`src/rtl/core/lms_pkg.sv`:
```
package lms_pkg;

  // Register indexes on the configuration port
  typedef enum logic [1:0] {
    REG_STICK_THRESHOLD = 2'd0,
    REG_STAND_DELAY     = 2'd1,
    REG_REMOTE_TIMEOUT  = 2'd2
  } reg_idx_t;

  // Event kinds of an input request
  typedef enum logic [1:0] {
    OP_TICK   = 2'd0,
    OP_HOST   = 2'd1,
    OP_REMOTE = 2'd2
  } op_t;

  // Robot commands
  typedef enum logic [2:0] {
    CMD_STAND = 3'd0,
    CMD_WALK  = 3'd1,
    CMD_SIT   = 3'd2,
    CMD_STOP  = 3'd3,
    CMD_MOVE  = 3'd4
  } cmd_t;

  localparam int unsigned CFG_DATA_W = 16;
  localparam int unsigned CFG_IDX_W  = 2;

  localparam logic [14:0] STICK_THRESHOLD_RST = 15'd1311;
  localparam logic [15:0] STAND_DELAY_RST     = 16'd200;
  localparam logic [15:0] REMOTE_TIMEOUT_RST  = 16'd50;

  // Result queue depth, a power of two of at least two
  localparam int unsigned QDEPTH = 4;

  typedef struct packed {
    logic [1:0]         opcode;
    logic               up_request;
    logic signed [15:0] forward_speed;
    logic signed [15:0] side_speed_in;
    logic signed [15:0] turn_speed_in;
    logic signed [15:0] left_x;
    logic signed [15:0] left_y;
    logic signed [15:0] right_x;
    logic signed [15:0] right_y;
    logic [15:0]        key_mask;
  } in_t;

  typedef struct packed {
    cmd_t               command;
    logic signed [15:0] move_forward;
    logic signed [15:0] move_side;
    logic signed [15:0] move_turn;
    logic               last_of_run;
  } out_t;

  typedef struct packed {
    logic [14:0] stick_threshold;
    logic [15:0] stand_delay_ticks;
    logic [15:0] remote_timeout_ticks;
  } cfg_t;

  typedef struct packed {
    logic               up_wanted;
    logic               up_seen_before;
    logic               stand_issued;
    logic               walk_issued;
    logic [15:0]        stand_ticks;
    logic               remote_busy;
    logic [15:0]        remote_age;
    logic signed [15:0] tgt_forward;
    logic signed [15:0] tgt_side;
    logic signed [15:0] tgt_turn;
  } state_t;

  // Results of one request: up to two commands
  typedef struct packed {
    logic [1:0] count;
    out_t       res0;
    out_t       res1;
  } step_res_t;

endpackage

```
`src/rtl/core/lms_step.sv`:
```
module lms_step
  import lms_pkg::*;
(
  input  in_t       item,
  input  state_t    state,
  input  cfg_t      cfg,
  output state_t    state_nxt,
  output step_res_t res
);

  function automatic logic [15:0] mag16(input logic signed [15:0] v);
    mag16 = v[15] ? (~v + 16'd1) : v;
  endfunction

  function automatic logic signed [15:0] neg_sat16(input logic signed [15:0] v);
    neg_sat16 = (v == 16'sh8000) ? 16'sh7FFF : (~v + 16'sd1);
  endfunction

  function automatic out_t mk_res(input cmd_t c, input state_t s);
    out_t r;
    r.command      = c;
    r.move_forward = (c == CMD_MOVE) ? s.tgt_forward : '0;
    r.move_side    = (c == CMD_MOVE) ? s.tgt_side    : '0;
    r.move_turn    = (c == CMD_MOVE) ? s.tgt_turn    : '0;
    r.last_of_run  = 1'b0;
    mk_res = r;
  endfunction

  logic [15:0] thr_ext;
  logic        moved;
  logic        key_held;
  logic [15:0] age_inc;
  logic        busy_tick;
  logic        rise;
  logic        fall;
  logic        stand_c;
  logic        walk_c;
  logic [15:0] ticks_inc;
  logic        walk_due;

  assign thr_ext  = {1'b0, cfg.stick_threshold};
  assign moved    = (mag16(item.left_x)  > thr_ext) || (mag16(item.left_y)  > thr_ext) ||
                    (mag16(item.right_x) > thr_ext) || (mag16(item.right_y) > thr_ext);
  assign key_held = |item.key_mask;

  // Age the remote activity and release it after the timeout
  assign age_inc   = (state.remote_age != 16'hFFFF) ? state.remote_age + 16'd1
                                                    : state.remote_age;
  assign busy_tick = state.remote_busy && !(age_inc > cfg.remote_timeout_ticks);

  assign rise    = state.up_wanted && !state.up_seen_before;
  assign fall    = !state.up_wanted && state.up_seen_before;
  assign stand_c = state.stand_issued && !(rise || fall);
  assign walk_c  = state.walk_issued && !(rise || fall);

  assign ticks_inc = (rise || fall) ? 16'd1 :
                     (state.stand_ticks != 16'hFFFF) ? state.stand_ticks + 16'd1
                                                     : state.stand_ticks;
  assign walk_due  = !walk_c && (ticks_inc >= cfg.stand_delay_ticks);

  always_comb begin
    state_nxt = state;
    res.count = 2'd0;
    res.res0  = mk_res(CMD_STOP, state);
    res.res1  = mk_res(CMD_STOP, state);

    case (op_t'(item.opcode))
      OP_TICK: begin
        if (state.remote_busy) begin
          state_nxt.remote_age  = age_inc;
          state_nxt.remote_busy = busy_tick;
        end
        if (rise || fall) begin
          state_nxt.stand_issued = 1'b0;
          state_nxt.walk_issued  = 1'b0;
          state_nxt.stand_ticks  = '0;
        end
        state_nxt.up_seen_before = state.up_wanted;

        if (fall) begin
          res.count = 2'd2;
          res.res0  = mk_res(CMD_STOP, state);
          res.res1  = mk_res(CMD_SIT, state);
        end else if (state.up_wanted) begin
          if (!stand_c) begin
            res.count              = 2'd1;
            res.res0               = mk_res(CMD_STAND, state);
            state_nxt.stand_issued = 1'b1;
            state_nxt.stand_ticks  = '0;
          end else begin
            state_nxt.stand_ticks = ticks_inc;
            if (walk_due) begin
              res.count             = 2'd1;
              res.res0              = mk_res(CMD_WALK, state);
              state_nxt.walk_issued = 1'b1;
            end else if (walk_c) begin
              res.count = 2'd1;
              res.res0  = mk_res(busy_tick ? CMD_STOP : CMD_MOVE, state);
            end
          end
        end

        // Mark the final command of the run
        if (res.count == 2'd2) begin
          res.res1.last_of_run = 1'b1;
        end else begin
          res.res0.last_of_run = 1'b1;
        end
      end
      OP_HOST: begin
        state_nxt.up_wanted   = item.up_request;
        state_nxt.tgt_forward = item.forward_speed;
        state_nxt.tgt_side    = neg_sat16(item.side_speed_in);
        state_nxt.tgt_turn    = neg_sat16(item.turn_speed_in);
      end
      OP_REMOTE: begin
        if (moved || key_held) begin
          state_nxt.remote_busy = 1'b1;
          state_nxt.remote_age  = '0;
        end
      end
      default: begin
        state_nxt = state;
      end
    endcase
  end

endmodule

```
`src/rtl/core/legged_motion_supervisor_core.sv`:
```
// Output: an accepted request's commands are registered in the result queue and appear
// on out_ behind any earlier ones. Throughput: one request per cycle while the queue has
// room for two commands; the single output port delivers one command per cycle while
// out_ready is high, so a tick giving two commands holds the port for both in turn.
// Reset (rst_n low, synchronous): supervisor state and queue cleared, configuration
// registers back to their defaults.
module legged_motion_supervisor_core
  import lms_pkg::*;
(
  input  logic                  clk,
  input  logic                  rst_n,

  input  logic                  in_valid,
  output logic                  in_ready,
  input  in_t                   in_data,

  output logic                  out_valid,
  input  logic                  out_ready,
  output out_t                  out_data,

  input  logic                  cfg_we,
  input  logic [CFG_IDX_W-1:0]  cfg_index,
  input  logic [CFG_DATA_W-1:0] cfg_wdata
);

  localparam int unsigned PTR_W = $clog2(QDEPTH);
  localparam int unsigned CNT_W = $clog2(QDEPTH + 1);

  // Configuration registers
  cfg_t cfg_r;

  // Supervisor state: host targets, up/down sequencing, remote activity
  state_t    state_r;
  state_t    state_nxt;
  step_res_t step_res;

  // Result queue: a request pushes zero, one or two commands
  out_t             queue_r [QDEPTH];
  logic [PTR_W-1:0] wr_ptr_r;
  logic [PTR_W-1:0] rd_ptr_r;
  logic [CNT_W-1:0] count_r;
  logic [CNT_W-1:0] count_nxt;

  logic accept;
  logic pop;
  logic [1:0] push_n;

  lms_step u_step (
    .item      (in_data),
    .state     (state_r),
    .cfg       (cfg_r),
    .state_nxt (state_nxt),
    .res       (step_res)
  );

  // Take a request only when the queue can hold its worst case of two commands
  assign in_ready  = (count_r <= CNT_W'(QDEPTH - 2));
  assign accept    = in_valid && in_ready;
  assign out_valid = (count_r != '0);
  assign out_data  = queue_r[rd_ptr_r];
  assign pop       = out_valid && out_ready;
  assign push_n    = accept ? step_res.count : 2'd0;
  assign count_nxt = count_r + CNT_W'(push_n) - CNT_W'(pop);

  // Configuration writes; ignore indexes beyond the register list
  always_ff @(posedge clk) begin
    if (!rst_n) begin
      cfg_r.stick_threshold      <= STICK_THRESHOLD_RST;
      cfg_r.stand_delay_ticks    <= STAND_DELAY_RST;
      cfg_r.remote_timeout_ticks <= REMOTE_TIMEOUT_RST;
    end else if (cfg_we) begin
      unique case (reg_idx_t'(cfg_index))
        REG_STICK_THRESHOLD: cfg_r.stick_threshold      <= cfg_wdata[14:0];
        REG_STAND_DELAY:     cfg_r.stand_delay_ticks    <= cfg_wdata;
        REG_REMOTE_TIMEOUT:  cfg_r.remote_timeout_ticks <= cfg_wdata;
        default: ;
      endcase
    end
  end

  // Advance the supervisor state on every accepted request
  always_ff @(posedge clk) begin
    if (!rst_n) begin
      state_r <= '0;
    end else if (accept) begin
      state_r <= state_nxt;
    end
  end

  // Queue pointers and fill count
  always_ff @(posedge clk) begin
    if (!rst_n) begin
      wr_ptr_r <= '0;
      rd_ptr_r <= '0;
      count_r  <= '0;
    end else begin
      wr_ptr_r <= wr_ptr_r + PTR_W'(push_n);
      if (pop) begin
        rd_ptr_r <= rd_ptr_r + PTR_W'(1);
      end
      count_r <= count_nxt;
    end
  end

  // Queue payload: write the first command at the tail, the second just after it
  always_ff @(posedge clk) begin
    if (push_n != 2'd0) begin
      queue_r[wr_ptr_r] <= step_res.res0;
    end
    if (push_n == 2'd2) begin
      queue_r[wr_ptr_r + PTR_W'(1)] <= step_res.res1;
    end
  end

endmodule
```
`config.mk`:
```
export PLATFORM = sky130hd
export DESIGN_NAME = legged_motion_supervisor_core
export DESIGN_NICKNAME = d
export VERILOG_FILES = /design/src/rtl/core/lms_pkg.sv /design/src/rtl/core/lms_step.sv /design/src/rtl/core/legged_motion_supervisor_core.sv
export SDC_FILE = /design/constraint.sdc
export NUM_CORES = 1
export LEC_CHECK = 0
export ABC_AREA = 1
export BUFFER_PORTS_ARGS = -buffer_cell sky130_fd_sc_hd__buf_4
export CAP_MARGIN = 10
export CORE_MARGIN = 2
export CORE_UTILIZATION = 28
export DETAILED_ROUTE_END_ITERATION = 12
export SLEW_MARGIN = 20
export SYNTH_ARGS = -nofsm -noshare
export SYNTH_HDL_FRONTEND = slang
export SYNTH_SLANG_ARGS = --single-unit
export TNS_END_PERCENT = 5
```
`constraint.sdc`:
```
create_clock -name clk -period 10.3 [get_ports clk]
set_clock_uncertainty 0.2 [all_clocks]
set_input_delay 2.06 -clock clk [delete_from_list [all_inputs] [get_ports clk]]
set_output_delay 2.06 -clock clk [all_outputs]
set_load 0.02 [all_outputs]
```
## Word-level counts from Yosys, hierarchy flattened

Memories as Yosys holds them, arrays and structs flattened. A register that Yosys moved wholly into a read port is not among the register bits.
Cells that the tools add are included.

| word-level totals | value |
|---|---|
| register bits after elaboration | 139 |
| bits in latches | 0 |
| RAM bits | 208 |
| memory bits (read-only) | 0 |
| input bits | 154 |
| output and inout bits | 54 |
| word-level logic and storage cells | 127 |
| memories | 1 |

Memory list:

| name | words | bits a word | rd ports | clocked after Yosys merged registers in | write ports | RTL line | RTL |
|---|---|---|---|---|---|---|---|
| queue_r | 4 | 52 | 1 | 1 | 2 | legged_motion_supervisor_core.sv:38 | `out_t queue_r [QDEPTH];` |

| cells by class | value |
|---|---|
| add/sub/neg operators | 13 |
| multipliers | 0 |
| divide/modulo/power cells | 0 |
| order comparisons | 7 |
| equal/unequal tests | 13 |
| shifts and indexed selects | 0 |
| muxes and demuxes | 40 |
| bitwise gates (word level) | 6 |
| reduce and logical (&&, ||, !) cells | 31 |

Operators by type and width:

| kind | count |
|---|---|
| 54-bit 2-to-1 mux | 5 |
| 16-bit 2-to-1 mux | 13 |
| 106-bit 2-to-1 mux | 1 |
| 16-bit by 1-bit adder with 16-bit output (second input constant) | 6 |
| 16-bit NOT | 6 |
| 16-bit by 15-bit > comparator with 1-bit output | 4 |
| 18-bit 2-to-1 mux | 3 |
| 53-bit 2-to-1 mux | 1 |
| 50-bit 2-to-1 mux | 1 |
| 17-bit 2-to-1 mux | 2 |
| 17-bit one-hot mux with 2 select lines | 1 |
| 16-bit by 2-bit adder with 16-bit output (second input constant) | 2 |
| 16-bit equality test (second input constant) | 2 |
| 16-bit inequality test (second input constant) | 2 |
| 16-bit greater-or-equal comparator | 1 |
| 16-bit > comparator | 1 |
| 16-bit OR reduction | 1 |
| 2-bit AND reduction | 5 |
| 1-bit 2-to-1 mux | 9 |
| 2-bit equality test (second input constant) | 4 |
| 1-bit logical AND | 8 |
| 2-bit 2-to-1 mux | 3 |
| 1-bit zero test | 5 |
| 1-bit logical OR | 5 |
| other kinds (15) | 19 |

## Logic depth before layout (Yosys ltp)

| logic depth | value |
|---|---|
| word-level depth | 21 |
| gate-level depth with buffers | 27 |
| mapped depth without buffers | 27 |

## By module

Synthesis repeated with hierarchy kept, for this count alone.

| unflattened totals | value |
|---|---|
| cell total of the unflattened synthesis | 3201 |
| area total of the unflattened synthesis | 23259.8 sq um |

Modules (own cells, without submodules):

| module | times used | cells each | area each (sq um) | seq. area each (sq um) |
|---|---|---|---|---|
| legged_motion_supervisor_core | 1 | 1855 | 15827.7 | 9068.7 |
| lms_step | 1 | 1346 | 7432.1 | 0.0 |

## Least setup slack after synthesis

Ideal clock, no wire load.

| timing | value |
|---|---|
| kind | input -> register |
| start | input in_data[32] in the netlist's numbering |
| end | register state_r[60] in the netlist's numbering |
| setup time | 64 ps |
| data arrival time | 4717 ps |
| data required time | 10036 ps |
| setup slack | 5319 ps |
| stages on the path | 23 |
| buffers on the path | 1 |
| path through | inv_1 ha_1 nand3_1 nor3_1 inv_1 o31ai_1 o21ai_0 a21oi_1 xor2_1 ha_1 nand3_1 nor3_1 nand2_1 inv_1 nand2_1 a21oi_1 nor2_1 nand2_4 nand3_4 buf_4 nand2_1 inv_1 nor2_1 |

| between the ends | value |
|---|---|
| longest elaborated chain between the ends | 9 |

Ends and longest elaborated chain:

| element | RTL line | RTL |
|---|---|---|
| start, declared | legged_motion_supervisor_core.sv:15 | `input in_t in_data,` |
| 16-bit NOT | lms_step.sv:12 | `mag16 = v[15] ? (~v + 16'd1) : v;` |
| 16-bit by 1-bit adder with 16-bit output | lms_step.sv:12 |  |
| 16-bit 2-to-1 mux * | lms_step.sv:12 |  |
| 16-bit by 15-bit > comparator with 1-bit output * | lms_step.sv:43 | `(mag16(item.right_x) > thr_ext) \|\| (mag16(item.right_y) > thr_ext);` |
| 1-bit logical OR * | lms_step.sv:42 | `assign moved = (mag16(item.left_x) > thr_ext) \|\| (mag16(item.left_y) > thr_ext) \|\|` |
| 1-bit logical OR * | lms_step.sv:43 |  |
| 1-bit logical OR * | lms_step.sv:117 | `if (moved \|\| key_held) begin` |
| 2-bit by 1-bit inequality test with 1-bit output (no line) * | -- |  |
| 4-bit AND reduction (no line) * | -- |  |
| end signal, assigned | legged_motion_supervisor_core.sv:86 | `state_r <= state_nxt;` |
| end, declared | legged_motion_supervisor_core.sv:33 | `state_t state_r;` |

Every way passes the cells marked *; elsewhere a longest branch is shown, timed or not.
A chain may end at the register's enable or synchronous reset.

==> key figures <==
Timing
  – FMAX: 174 MHz
  – Final Max Tran Viols: 0
  – Count of final hold-check violations: 0
  – Slew margin rel.: 25.4%
  – Min Clock Period, post-route: 5.73 ns
  – Transition time of the tightest slew-check pin: 1.12 ns
  – Final setup viols: 0
  – RSZ-0062 raised after global routing: false
  – Sum Neg Setup Slack: 0 ns
  – Final worst setup slack: 4.57 ns
  – Fin crit share: 55.7%

Global routing
  – Global-route wire length before repair: 92300 µm
  – Most Crowded Layer GR: met2
  – Largest net degree at the start of global routing: 105
  – Met3 global-route usage: 2.99%
  – Number of global-route vias before repair: 17300
  – GR met1 Demand/Resource: 21.4%
  – Met2 Use GR: 26.1%
  – Grt ovf: 0
  – Total GRT Usage: 16.0%
  – Initial antenna violation count: 0

Clock network
  – CTS clk-pin slew, worst paths: 0.06 ns
  – Num CTS Buffers: 40
  – Resized Gates After CTS: 0
  – CTS root buf: clkbuf_16
  – Postcts setup bufs: 0
  – Clock buffer depth: 3
  – CTS Hold Buffers Added: 0
  – CTS Sinks: 349
  – H-tree depth: 2
  – CTS tree: built
  – Worst-Skew Late Latency: 0.58 ns

Route
  – Vias: 18400
  – Initial DRC count: 1102
  – ANT nets after route: 0
  – DR pass1 iterations: 5
  – WL final: 58100 µm
  – DRC Markers: 0
  – Routed WL per cell: 15.1 µm
  – Vias per cell: 4.76

Yosys
  – Avg Cell Area, Syn: 6.84 µm²
  – Mapped Area: 0.0194 mm²
  – Post-synth EDFFs: 8
  – Post-synth top flop: dfxtp_1
  – Synth warnings: 0
  – FFs w/ async S/R, synth: 0%
  – Top cells by area, synth: dfxtp_1 (35%), nand2_1 (13%), nand3_1 (6.8%)
  – Synth Register Bits: 349
  – Cells after Synth: 2829
  – Sequential cell area fraction in the yosys report: 36.5%
  – Area leader, netlist: dfxtp_1
  – Post-synth top area share: 35.3%
  – Yosys cell types: 49
  – Syn_nets: 3089

Place
  – Post-DP HPWL: 38300 µm
  – Setup WS pre-CTS: 4.52 ns
  – Port buffer count: 207
  – RePlAce Congestion: 0.845
  – Cell total after placement: 3793

Critical path
  – R2R Setup Slk: 4.57 ns
  – Critical path launch point type: flip-flop
  – Crit end category: flip-flop
  – CP arrival: 5.78 ns
  – Crit path from: state_r[65]$_SDFFE_PN0P_
  – RR Endpoint: queue_r[0][0]$_DFFE_PP_
  – Worst reg2reg path startpoint: state_r[65]$_SDFFE_PN0P_
  – Cells on worst reg2reg path: 18
  – Critical Path RT: 10.35 ns
  – Critical path class: flip-flop to flip-flop
  – Crit Path Max Fanout: 54

Layout
  – Area growth from synthesis to layout: 18.0%
  – Seq. cell area: 0.00707 mm²
  – Final nets: 3213
  – Final non-filler cell total: 3860
  – Commonest non-fill, non-tap cell in the layout: nand2_1
  – Area occupied by multi-input gates: 0.0105 mm²
  – Layout fillers: 7419
  – Share of cells above drive strength 1: 10.8%
  – Most frequent cells in the layout: nand2_1 (677), dfxtp_1 (339), nor2_1 (301), inv_1 (293), nand3_1 (260)
  – N_diodes: 0

Hold path
  – Min-delay src: state_r[44]$_SDFFE_PN0P_
  – Hold path endpoint: state_r[44]$_SDFFE_PN0P_
  – Cells on Worst Hold Path: 2
  – Worst Hold Class: flip-flop to flip-flop

Job
  – Max_cap viols: 0

Power and ir drop
  – Worst vdd ir: 172 µV
  – Leakage power: 10.6 nW
  – Pwr Total: 3.89 mW
  – Total power divided by cell area: 170 mW/mm²

Die
  – Die Y: 267 µm
  – Die X: 267 µm
  – Ports: 208
  – FP Rows: 96
  – Area of the core: 0.0685 mm²
  – Starting Density: 28.3%
  – Die Area: 0.0712 mm²

Outcome
  – Outcome: finished clean
stage by stage:
step                area [µm²]  utilization [%]  hold WS, ns
detailed placement       21600             31.5        0.245
finish                   22800             33.3        0.256
CTS                      22800             33.3        0.258
global placement         21600             31.5        0.243
floorplan                19400                -        0.230
global route             22800             33.3        0.272
power by group:
part           internal, mW  switching (mW)  total, mW
Sequential             1.41          0.0347       1.44
Combinational         0.373           0.671       1.04
Clock                 0.814           0.590       1.40
routing by layer:
layer  share of wire (%)  up-vias  routed length [µm]
li1                    -     9512                   -
met1                  47     8303               27200
met2                  44      484               25800
met3                 6.2       89                3590
met4                 2.5        0                1480
met5                   0        -                   0
cell usage after synthesis (12+ instances only):
library cell,count
o22ai_1,52
o221ai_1,14
nand2_1,677
nand3_1,264
nor2_1,302
nor3_1,25
o21ai_0,229
xnor2_1,25
nand4_1,26
dfxtp_1,341
a31oi_1,20
xor2_1,64
buf_2,35
inv_1,295
ha_1,105
o211ai_1,12
a21oi_1,143
clkbuf_1,99
worst max-delay path by stage:
stage	end	slack, ns	cells after the start
after floorplan	state_r[60]$_SDFFE_PN0P_	5.32	23
after global placement	queue_r[0][0]$_DFFE_PP_	4.62	11
after detailed placement	queue_r[0][0]$_DFFE_PP_	4.52	11
after CTS	out_data[7]	4.98	6
after global routing	queue_r[0][0]$_DFFE_PP_	4.10	19
final	queue_r[0][0]$_DFFE_PP_	4.57	18
cells by family after synthesis:
kind of cell / share of synthesized area, %
buf+inv: 9.21
xor+xnor: 4.03
fa+ha+maj: 6.89
compound gates: 14.7
simple gates: 28.7
flops: 36.5
final cells by class:
type,count,area share (%)
Multi-Input combinational cell,2030,46.1
Sequential cell,349,31.0
Timing Repair Buffer,227,7.46
Inverter,305,5.02
Tap cell,882,4.83
Clock buffer,57,5.11
Clock inverter,10,0.488
registers in the layout (all words and copies together) (netlist names), named ones only:
register,count
cfg_r,47
rd_ptr_r,2
queue_r,208
wr_ptr_r,2
state_r,85
count_r,3
critical path, cell delays in order (launching register included):
cell      delay, ns
dfxtp_1        0.40
inv_1          0.08
nor3_1         0.49
nand2_1        0.18
nor4_1         0.29
or2_2          0.18
nand3_1        0.10
nand2_1        0.08
inv_1          0.05
ha_1           0.28
nand2_1        0.09
nor3_1         0.35
nand3_1        0.17
nand4_1        0.18
nand2_2        0.19
a21oi_4        0.15
buf_4          0.58
clkinv_2       0.99
nand2_1        0.35
Power figures use the tool's default switching activity.
